[src/hbbc_pkg.sv]
// Shared types and constants for the hashed block buffer cache.
package hbbc_pkg;
  localparam int NumSlots   = 32;
  localparam int NumBuckets = 13;
  localparam int SlotW      = 5;
  localparam int LinkW      = 6;
  localparam int BktW       = 4;
  localparam logic [LinkW-1:0] NIL_LINK  = 6'd63;
  localparam logic [31:0]      TIME_NONE = 32'hFFFF_FFFF;

  localparam logic [1:0] REQ_GET     = 2'd0;
  localparam logic [1:0] REQ_RELEASE = 2'd1;
  localparam logic [1:0] REQ_PIN     = 2'd2;
  localparam logic [1:0] REQ_UNPIN   = 2'd3;

  localparam logic [1:0] ST_OK      = 2'd0;
  localparam logic [1:0] ST_NOFREE  = 2'd1;
  localparam logic [1:0] ST_COUNT   = 2'd2;

  // one slot's record as stored in the slot memory
  typedef struct packed {
    logic [7:0]       dev;
    logic [31:0]      blk;
    logic [7:0]       refcnt;
    logic [31:0]      rtime;
    logic             valid;
    logic [LinkW-1:0] next;
  } slot_rec_t;

  typedef struct packed {
    logic [SlotW-1:0] slot;
    logic             hit;
    logic             fill;
    logic [1:0]       status;
  } result_t;

  // block mod NumBuckets one nibble a step, done in the controller; folds a
  // partial remainder and a 4-bit chunk with four compare-and-subtract steps
  function automatic logic [BktW-1:0] mod_step(input logic [BktW-1:0] r,
                                               input logic [3:0] d);
    logic [BktW+3:0] x;
    x = {r, d};
    for (int k = 3; k >= 0; k--) begin
      if (x >= (BktW+4)'(NumBuckets << k)) x = x - (BktW+4)'(NumBuckets << k);
    end
    return x[BktW-1:0];
  endfunction
endpackage

[src/hashed_block_buffer_cache.sv]
// Top level of the hashed block buffer cache.
// Usage: one request transfer in on in_*, one result transfer out on out_*.
// Requests: get (tag lookup with allocation/replacement), release, pin, unpin.
// After reset the slot memory is swept clear, one slot per cycle,
// and in_ready stays low during the sweep.
// One request is handled at a time; in_ready is high only while the sequencer
// is idle and the output register is empty.
// Steps from request transfer to result:
//   release/pin/unpin: read the slot, then write back its adjusted count.
//   get hit: hash the block number, then walk the home chain to the match.
//   get miss with a never-used slot left: walk the whole home chain first.
//   get miss with replacement: scan bucket chains from the home bucket on
//   until one holds an unpinned buffer; with no free buffer all are scanned.
// The next request transfer can follow in the cycle after the result transfer.
// The in_ready gate on the busy sequencer and the output register sets this.
// A stalled receiver keeps out_valid high and the result held in the sequencer; in_ready stays
// low until out_ready takes it, so nothing is lost.
module hashed_block_buffer_cache
  import hbbc_pkg::*;
(
  input  logic              clk,
  input  logic              rst_n,
  input  logic              in_valid,
  output logic              in_ready,
  input  logic [1:0]        in_req_type,
  input  logic [7:0]        in_device,
  input  logic [31:0]       in_block_number,
  input  logic [4:0]        in_slot_in,
  input  logic [31:0]       in_now,
  output logic              out_valid,
  input  logic              out_ready,
  output logic [4:0]        out_slot_out,
  output logic              out_hit,
  output logic              out_needs_fill,
  output logic [1:0]        out_status
);
  logic             busy;
  logic             done;
  logic             start;
  result_t          res;
  logic             mem_we;
  logic [SlotW-1:0] mem_waddr;
  logic [SlotW-1:0] mem_raddr;
  slot_rec_t        mem_wdata;
  slot_rec_t        mem_rdata;
  logic             out_valid_r;

  assign in_ready = !busy && !out_valid_r;
  assign start    = in_valid && in_ready;

  hbbc_ctrl u_ctrl (
    .clk(clk), .rst_n(rst_n), .start(start),
    .req_type(in_req_type), .device(in_device), .block_number(in_block_number),
    .slot_in(in_slot_in), .now(in_now),
    .busy(busy), .done(done), .res(res),
    .mem_we(mem_we), .mem_waddr(mem_waddr), .mem_wdata(mem_wdata),
    .mem_raddr(mem_raddr), .mem_rdata(mem_rdata)
  );

  hbbc_slot_mem u_mem (
    .clk(clk), .we(mem_we), .waddr(mem_waddr), .wdata(mem_wdata),
    .raddr(mem_raddr), .rdata(mem_rdata)
  );

  // result fields stay stable in the sequencer until the next request
  always_ff @(posedge clk) begin
    if (!rst_n) out_valid_r <= 1'b0;
    else if (done) out_valid_r <= 1'b1;
    else if (out_ready) out_valid_r <= 1'b0;
  end

  assign out_valid      = out_valid_r;
  assign out_slot_out   = res.slot;
  assign out_hit        = res.hit;
  assign out_needs_fill = res.fill;
  assign out_status     = res.status;
endmodule

[src/hbbc_slot_mem.sv]
// Slot record memory: one write port, one registered read port.
module hbbc_slot_mem
  import hbbc_pkg::*;
(
  input  logic                 clk,
  input  logic                 we,
  input  logic [SlotW-1:0]     waddr,
  input  slot_rec_t            wdata,
  input  logic [SlotW-1:0]     raddr,
  output slot_rec_t            rdata
);
  slot_rec_t mem [NumSlots];
  always_ff @(posedge clk) begin
    if (we) mem[waddr] <= wdata;
    rdata <= mem[raddr];
  end
endmodule

[src/hbbc_ctrl.sv]
// Request sequencer: chain walks, victim search, read-modify-write of slots.
module hbbc_ctrl
  import hbbc_pkg::*;
(
  input  logic              clk,
  input  logic              rst_n,
  input  logic              start,
  input  logic [1:0]        req_type,
  input  logic [7:0]        device,
  input  logic [31:0]       block_number,
  input  logic [SlotW-1:0]  slot_in,
  input  logic [31:0]       now,
  output logic              busy,
  output logic              done,
  output result_t           res,
  output logic              mem_we,
  output logic [SlotW-1:0]  mem_waddr,
  output slot_rec_t         mem_wdata,
  output logic [SlotW-1:0]  mem_raddr,
  input  slot_rec_t         mem_rdata
);
  localparam logic [3:0] S_IDLE  = 4'd0;
  localparam logic [3:0] S_CLR   = 4'd1;
  localparam logic [3:0] S_ADJ   = 4'd2;
  localparam logic [3:0] S_HASH  = 4'd3;
  localparam logic [3:0] S_WHEAD = 4'd4;
  localparam logic [3:0] S_WCHK  = 4'd5;
  localparam logic [3:0] S_MISS  = 4'd6;
  localparam logic [3:0] S_FWR   = 4'd7;
  localparam logic [3:0] S_SBKT  = 4'd8;
  localparam logic [3:0] S_SCHK  = 4'd9;
  localparam logic [3:0] S_VGET  = 4'd10;
  localparam logic [3:0] S_PWR   = 4'd11;

  logic [3:0]       st_r;
  logic             done_r;
  logic [1:0]       req_r;
  logic [7:0]       dev_r;
  logic [31:0]      blk_r;
  logic [SlotW-1:0] sin_r;
  logic [31:0]      now_r;
  logic [BktW-1:0]  home_r, bkt_r, nb_r;
  logic [2:0]       dig_r;
  logic [LinkW-1:0] head_r [NumBuckets];
  logic [LinkW-1:0] cur_r, prev_r, best_r, bprev_r;
  logic [31:0]      btime_r;
  logic [SlotW-1:0] n_r;
  logic [LinkW-1:0] used_r;
  logic [SlotW-1:0] clr_r;
  logic [LinkW-1:0] vnext_r;
  result_t          res_r;
  slot_rec_t        rec;
  logic             match;
  logic             walk_last;
  logic             scan_better;
  logic             scan_last;
  logic [LinkW-1:0] victim;
  logic [BktW-1:0]  bkt_inc;

  assign busy = (st_r != S_IDLE) || done_r;
  assign done = done_r;
  assign res  = res_r;
  assign rec  = mem_rdata;

  assign match       = (rec.dev == dev_r) && (rec.blk == blk_r);
  assign walk_last   = (rec.next >= LinkW'(NumSlots)) || (n_r == SlotW'(NumSlots-1));
  assign scan_last   = walk_last;
  assign scan_better = (rec.refcnt == 8'd0) && (rec.rtime < btime_r);
  assign victim      = scan_better ? cur_r : best_r;
  assign bkt_inc     = (bkt_r == BktW'(NumBuckets-1)) ? '0 : bkt_r + 1'b1;

  always_comb begin
    mem_we    = 1'b0;
    mem_waddr = '0;
    mem_wdata = rec;
    mem_raddr = '0;
    unique case (st_r)
      S_CLR: begin
        mem_we = 1'b1; mem_waddr = clr_r;
        mem_wdata = '0;
        mem_wdata.next = NIL_LINK;
      end
      S_IDLE:  mem_raddr = slot_in;
      S_ADJ: begin
        mem_we = 1'b1; mem_waddr = sin_r;
        if (req_r == REQ_PIN) begin
          if (rec.refcnt != 8'hFF) mem_wdata.refcnt = rec.refcnt + 8'd1;
        end else if (rec.refcnt != 8'd0) begin
          mem_wdata.refcnt = rec.refcnt - 8'd1;
          if (req_r == REQ_RELEASE && rec.refcnt == 8'd1) mem_wdata.rtime = now_r;
        end
      end
      S_WHEAD: mem_raddr = head_r[home_r][SlotW-1:0];
      S_WCHK: begin
        mem_raddr = rec.next[SlotW-1:0];
        if (match) begin
          mem_we = 1'b1; mem_waddr = cur_r[SlotW-1:0];
          mem_wdata.valid = 1'b1;
          if (rec.refcnt != 8'hFF) mem_wdata.refcnt = rec.refcnt + 8'd1;
        end
      end
      S_MISS:  mem_raddr = used_r[SlotW-1:0];
      S_FWR: begin
        // fresh slot keeps its release time
        mem_we = 1'b1; mem_waddr = used_r[SlotW-1:0];
        mem_wdata.dev = dev_r; mem_wdata.blk = blk_r;
        mem_wdata.refcnt = 8'd1; mem_wdata.valid = 1'b1;
        mem_wdata.next = head_r[home_r];
      end
      S_SBKT:  mem_raddr = head_r[bkt_r][SlotW-1:0];
      S_SCHK:  mem_raddr = scan_last ? victim[SlotW-1:0] : rec.next[SlotW-1:0];
      S_VGET: begin
        mem_we = 1'b1; mem_waddr = best_r[SlotW-1:0];
        mem_wdata.dev = dev_r; mem_wdata.blk = blk_r;
        mem_wdata.refcnt = 8'd1; mem_wdata.valid = 1'b1;
        if (bkt_r != home_r) mem_wdata.next = head_r[home_r];
        mem_raddr = bprev_r[SlotW-1:0];
      end
      S_PWR: begin
        // unlink the victim from its old chain
        mem_we = 1'b1; mem_waddr = bprev_r[SlotW-1:0];
        mem_wdata.next = vnext_r;
      end
      default: ;
    endcase
  end

  always_ff @(posedge clk) begin
    if (!rst_n) begin
      st_r <= S_CLR; clr_r <= '0; used_r <= '0; done_r <= 1'b0;
      for (int i = 0; i < NumBuckets; i++) head_r[i] <= NIL_LINK;
    end else begin
      done_r <= 1'b0;
      unique case (st_r)
        S_CLR: begin
          clr_r <= clr_r + 1'b1;
          if (clr_r == SlotW'(NumSlots-1)) st_r <= S_IDLE;
        end
        S_IDLE: if (start) begin
          req_r <= req_type; dev_r <= device; blk_r <= block_number;
          sin_r <= slot_in; now_r <= now; res_r <= '0;
          dig_r <= 3'd7; home_r <= '0;
          st_r <= (req_type == REQ_GET) ? S_HASH : S_ADJ;
        end
        S_ADJ: begin
          if (req_r == REQ_PIN ? rec.refcnt == 8'hFF : rec.refcnt == 8'd0)
            res_r.status <= ST_COUNT;
          done_r <= 1'b1; st_r <= S_IDLE;
        end
        S_HASH: begin
          home_r <= mod_step(home_r, blk_r[{dig_r, 2'b00} +: 4]);
          dig_r <= dig_r - 3'd1;
          if (dig_r == 3'd0) st_r <= S_WHEAD;
        end
        S_WHEAD: begin
          cur_r <= head_r[home_r]; n_r <= '0;
          st_r <= (head_r[home_r] >= LinkW'(NumSlots)) ? S_MISS : S_WCHK;
        end
        S_WCHK: begin
          if (match) begin
            res_r.slot <= cur_r[SlotW-1:0]; res_r.hit <= 1'b1;
            res_r.fill <= !rec.valid;
            if (rec.refcnt == 8'hFF) res_r.status <= ST_COUNT;
            done_r <= 1'b1; st_r <= S_IDLE;
          end else begin
            cur_r <= rec.next; n_r <= n_r + 1'b1;
            if (walk_last) st_r <= S_MISS;
          end
        end
        S_MISS: begin
          if (used_r < LinkW'(NumSlots)) st_r <= S_FWR;
          else begin
            bkt_r <= home_r; nb_r <= '0; st_r <= S_SBKT;
          end
        end
        S_FWR: begin
          head_r[home_r] <= used_r; used_r <= used_r + 1'b1;
          res_r.slot <= used_r[SlotW-1:0]; res_r.fill <= 1'b1;
          done_r <= 1'b1; st_r <= S_IDLE;
        end
        S_SBKT: begin
          cur_r <= head_r[bkt_r]; prev_r <= NIL_LINK; best_r <= NIL_LINK;
          btime_r <= TIME_NONE; n_r <= '0;
          if (head_r[bkt_r] < LinkW'(NumSlots)) st_r <= S_SCHK;
          else if (nb_r == BktW'(NumBuckets-1)) begin
            res_r.status <= ST_NOFREE; done_r <= 1'b1; st_r <= S_IDLE;
          end else begin
            nb_r <= nb_r + 1'b1; bkt_r <= bkt_inc;
          end
        end
        S_SCHK: begin
          if (scan_better) begin
            best_r <= cur_r; bprev_r <= prev_r; btime_r <= rec.rtime;
          end
          prev_r <= cur_r; cur_r <= rec.next; n_r <= n_r + 1'b1;
          if (scan_last) begin
            if (scan_better || best_r < LinkW'(NumSlots)) st_r <= S_VGET;
            else if (nb_r == BktW'(NumBuckets-1)) begin
              res_r.status <= ST_NOFREE; done_r <= 1'b1; st_r <= S_IDLE;
            end else begin
              nb_r <= nb_r + 1'b1; bkt_r <= bkt_inc; st_r <= S_SBKT;
            end
          end
        end
        S_VGET: begin
          // victim from another bucket moves to the head of the home chain
          vnext_r <= rec.next;
          if (bkt_r != home_r) begin
            head_r[home_r] <= best_r;
            if (bprev_r >= LinkW'(NumSlots)) head_r[bkt_r] <= rec.next;
          end
          res_r.slot <= best_r[SlotW-1:0]; res_r.fill <= 1'b1;
          if (bkt_r != home_r && bprev_r < LinkW'(NumSlots)) st_r <= S_PWR;
          else begin
            done_r <= 1'b1; st_r <= S_IDLE;
          end
        end
        S_PWR: begin
          done_r <= 1'b1; st_r <= S_IDLE;
        end
        default: st_r <= S_IDLE;
      endcase
    end
  end
endmodule
[config.mk]
export PLATFORM = sky130hd
export DESIGN_NAME = hashed_block_buffer_cache
export DESIGN_NICKNAME = d
export VERILOG_FILES = /design/src/hbbc_pkg.sv /design/src/hashed_block_buffer_cache.sv /design/src/hbbc_slot_mem.sv /design/src/hbbc_ctrl.sv
export SDC_FILE = /design/constraint.sdc
export NUM_CORES = 2
export LEC_CHECK = 0
export CORE_AREA = 2 2 531 533
export CTS_CLUSTER_SIZE = 14
export DETAILED_ROUTE_END_ITERATION = 8
export DIE_AREA = 0 0 533 535
export DONT_BUFFER_PORTS = 1
export PLACE_DENSITY_LB_ADDON = 0.05
export SYNTH_ARGS = -nofsm -noshare
export SYNTH_HDL_FRONTEND = slang
export SYNTH_HIERARCHICAL = 1
export SYNTH_SLANG_ARGS = --single-unit
[constraint.sdc]
create_clock -name clk -period 6.35 [get_ports clk]
set_input_delay 1.27 -clock clk [delete_from_list [all_inputs] [get_ports clk]]
set_output_delay 1.27 -clock clk [all_outputs]
set_load 0.02 [all_outputs]
==> impl_metrics.ini <==
[power]
p_per_area_nw_per_um2 = 362
cellLeakagePower_uw = 0.0450
vdd_drop_max_mv = 0.295

[drt]
wire_per_inst_um = 34.4
first_pass_iters = 7
ant_nets = 0
via_per_inst = 6.15
drt-total-wl_um = 383000
num_vias = 68472
drc = 0
drtIter0Drc = 7093

[sta]
hold_viol = 0
setup_tns_ns = 0
rsz0062_at_grt = false
max_clock_freq_mhz = 165
fin_crit_ns = 6.08
relSlewSlack_pct = 10.1
finalMaxSlewViolations = 0
post-route-period-util_pct = 95.7
worst_pin_slew_ns = 1.35
finalSetupViolCount = 0
holdWs_ns = 0.418
clock_skew_ns = 0.0655

[worst_hold_path]
holdPathStages = 0
hp-class = in2reg
hold_end = u_ctrl/sin_r[0]
hold_start = in_slot_in[0]

[logic_synthesis]
ys_warn_count = 6
async_flop_share_pct = 0
syn_avg_cell_area_um2 = 18.3
ys_ff_latch = 3162
synth_ff_type = edfxtp_1
ys_seq_area_share_pct = 74.9
yosys.area.top_type = edfxtp_1
synth_cell_types = 79
synthesis.instances = 6843
netlist_area_um2 = 125000
synth_edf_count = 3050
synth_fp_nets = 6977
ys_top_cells_by_area = edfxtp_1 (73%), mux4_2 (7.4%), mux2i_1 (5.7%), a22oi_1 (2.8%), dfxtp_1 (1.8%)
synth.top_cell.area_share_pct = 73.1

[grt]
grt_pass1_wl_um = 535000
antenna_found_initial = 10
grt_overflow = 0
grt_max_degree = 101
grt_pass1_vias = 67820
grt_usage_pct = 26.5

[run_status]
outcome = complete, no violations

[cts]
clk_pin_slew_ns = 0.06
cts_buffers = 341
cts-hold-fix-buffers = 0
root_buffer = clkbuf_16
cts_tree = done
clockBufferDepth = 4
htree_levels = 5
cts_setup_buffers = 0
clock_latency_ns = 0.94
clock-sinks = 3162

[worst_setup_path]
rrSetupSlack_ns = 0.27
cpMostUsedCell = a21o_1
slowest_delay_ns = 0.96
cp-end-kind = register
r2r_cells = 15
timing.rr.start = u_mem/rdata[9]
worstPathRequired_ns = 6.92
crit_chain = ha_1 -> a21o_1 -> a21o_1 -> a21o_1 -> a21o_1 -> a211oi_1 -> o311ai_0 -> a41o_1 -> mux2i_1 -> o211ai_1 -> buf_12 -> nor2_1 -> a22oi_1 -> nand3_1 -> nand4_1
cp_num_buf_inv = 1
crit_type = reg2reg
crit_fanout = 14
timing.rr.end = u_mem/rdata[36]
path_delay_family = compound AO/OA/AOI/OAI gates
slowest_stage = nor2_1
cp-start-kind = register
crit_arrival_ns = 6.64

[final_layout]
layout_commonest_cell = edfxtp_1
final_cell_mix = edfxtp_1 (3050), mux2i_1 (711), a22oi_1 (473)
drive_gt1_share_pct = 18.3
areaGrowthSynthToFinish_pct = 14.9
postLayoutCoreUtil_pct = 51.6
nNetsFinal = 7248

[floorplan]
core-area_um2 = 279000
initial_core_util_pct = 44.9
ioPinCount = 94
dieArea_um2 = 285000
die_w_um = 533
die_h_um = 535
rows = 194

[placed_design]
gp_congestion = 0.853
dp_hpwl_um = 221000
io_buffers = 0

[run]
cap_violations = 0
==> cell families (layout without fill, tap and decap cells) <==
| family | count (synthesis) | in the layout | synth area share, % |
|---|---|---|---|
| other cells | 0 | 6 | 0 |
| buf+inv | 461 | 1016 | 1.74 |
| flops | 3162 | 3162 | 74.9 |
| simple gates | 1051 | 1051 | 4.02 |
| compound gates | 918 | 918 | 5.13 |
| fa+ha+maj | 51 | 51 | 0.509 |
| mux | 1138 | 1138 | 13.3 |
| xor+xnor | 62 | 62 | 0.434 |
==> synth_stat cells, types with 4 or more instances <==
cell	instances
mux2i_1	717
ha_1	51
a21o_1	21
buf_2	130
dfxtp_1	112
a22o_1	52
xor2_1	36
a22oi_1	473
buf_1	26
a221o_1	5
o211ai_1	7
xnor2_1	26
and2_1	31
nand2_1	303
or2_2	6
o22ai_1	11
o21ai_0	66
a21oi_1	155
a31oi_1	59
or3_1	50
nor2_1	194
nand2b_1	18
nand3_1	253
nor2b_1	31
nor4_1	12
a221oi_1	8
inv_1	51
mux4_2	410
and3_1	20
clkbuf_1	185
o21ai_1	4
mux4_1	5
a211oi_1	9
buf_4	56
mux2_2	6
o21a_1	7
a21boi_0	4
edfxtp_1	3050
nor3_1	34
a222oi_1	6
buf_6	10
and4_1	4
nand4_1	66
nand3b_1	7
==> routing by layer <==
metal | global-route usage [%] | vias up | wire (um)
li1 | - | 28423 | -
met1 | 38.0 | 37002 | 167000
met2 | 42.7 | 2527 | 182000
met3 | 3.50 | 520 | 23300
met4 | 7.41 | 0 | 11000
met5 | 0 | - | 0
==> worst max-delay path by stage <==
stage / startpoint / endpoint / slack (ns) / cells past startpoint
finish: u_mem/rdata[9] / u_mem/rdata[36] / 0.27 / 15
global route: u_mem/rdata[9] / u_mem/rdata[36] / 0.13 / 15
CTS: u_mem/rdata[9] / u_mem/rdata[36] / 0.06 / 15
detailed placement: u_mem/rdata[9] / u_mem/rdata[36] / 0.15 / 15
global placement: u_mem/rdata[9] / u_mem/rdata[36] / 0.25 / 15
floorplan: u_ctrl/blk_r[27] / u_mem/mem[18][0] / -0.30 / 9
==> state kept, by name, indices dropped and copies added (netlist names), 5 cells and up, named ones only <==
name,cells
u_ctrl/best_r,6
u_ctrl/blk_r,32
u_ctrl/bprev_r,6
u_ctrl/btime_r,32
u_ctrl/clr_r,5
u_ctrl/cur_r,6
u_ctrl/dev_r,8
u_ctrl/head_r,96
u_ctrl/n_r,5
u_ctrl/now_r,32
u_ctrl/prev_r,6
u_ctrl/res,9
u_ctrl/sin_r,5
u_ctrl/used_r,6
u_ctrl/vnext_r,6
u_mem/mem,2784
u_mem/rdata,87
==> through the flow <==
stage | area, um2 | instances | power (uW) | setup WS (ns)
after floorplan | 125000 | 6843 | 29600 | -0.300
after global placement | 133000 | 10494 | 33000 | 0.245
after detailed placement | 133000 | 10494 | 33100 | 0.154
after CTS | 144000 | 11121 | 52600 | 0.0613
after global routing | 144000 | 11124 | 53800 | 0.129
final | 144000 | 11128 | 52200 | 0.275
==> where the power goes <==
part / switching [uW] / internal [uW]
Sequential: 785 / 24700
Clock: 8290 / 11300
Combinational: 4780 / 2400
==> timing repair <==
item                                    in CTS  in global routing
hold endpoints to repair                     0                  0
endpoints found under the setup margin       0                  1
gates resized for setup                      0                  1
==> final cells by class <==
type,count,area (um2)
Inverter,54,203
Tap cell,3724,4660
Clock inverter,164,1710
Multi-Input combinational cell,3220,29800
Timing Repair Buffer,335,4420
Antenna cell,6,15.0
Sequential cell,3162,93800
Clock buffer,463,9280
Fill cell,22434,135000
Note: power is estimated with default switching activity, not from simulation.
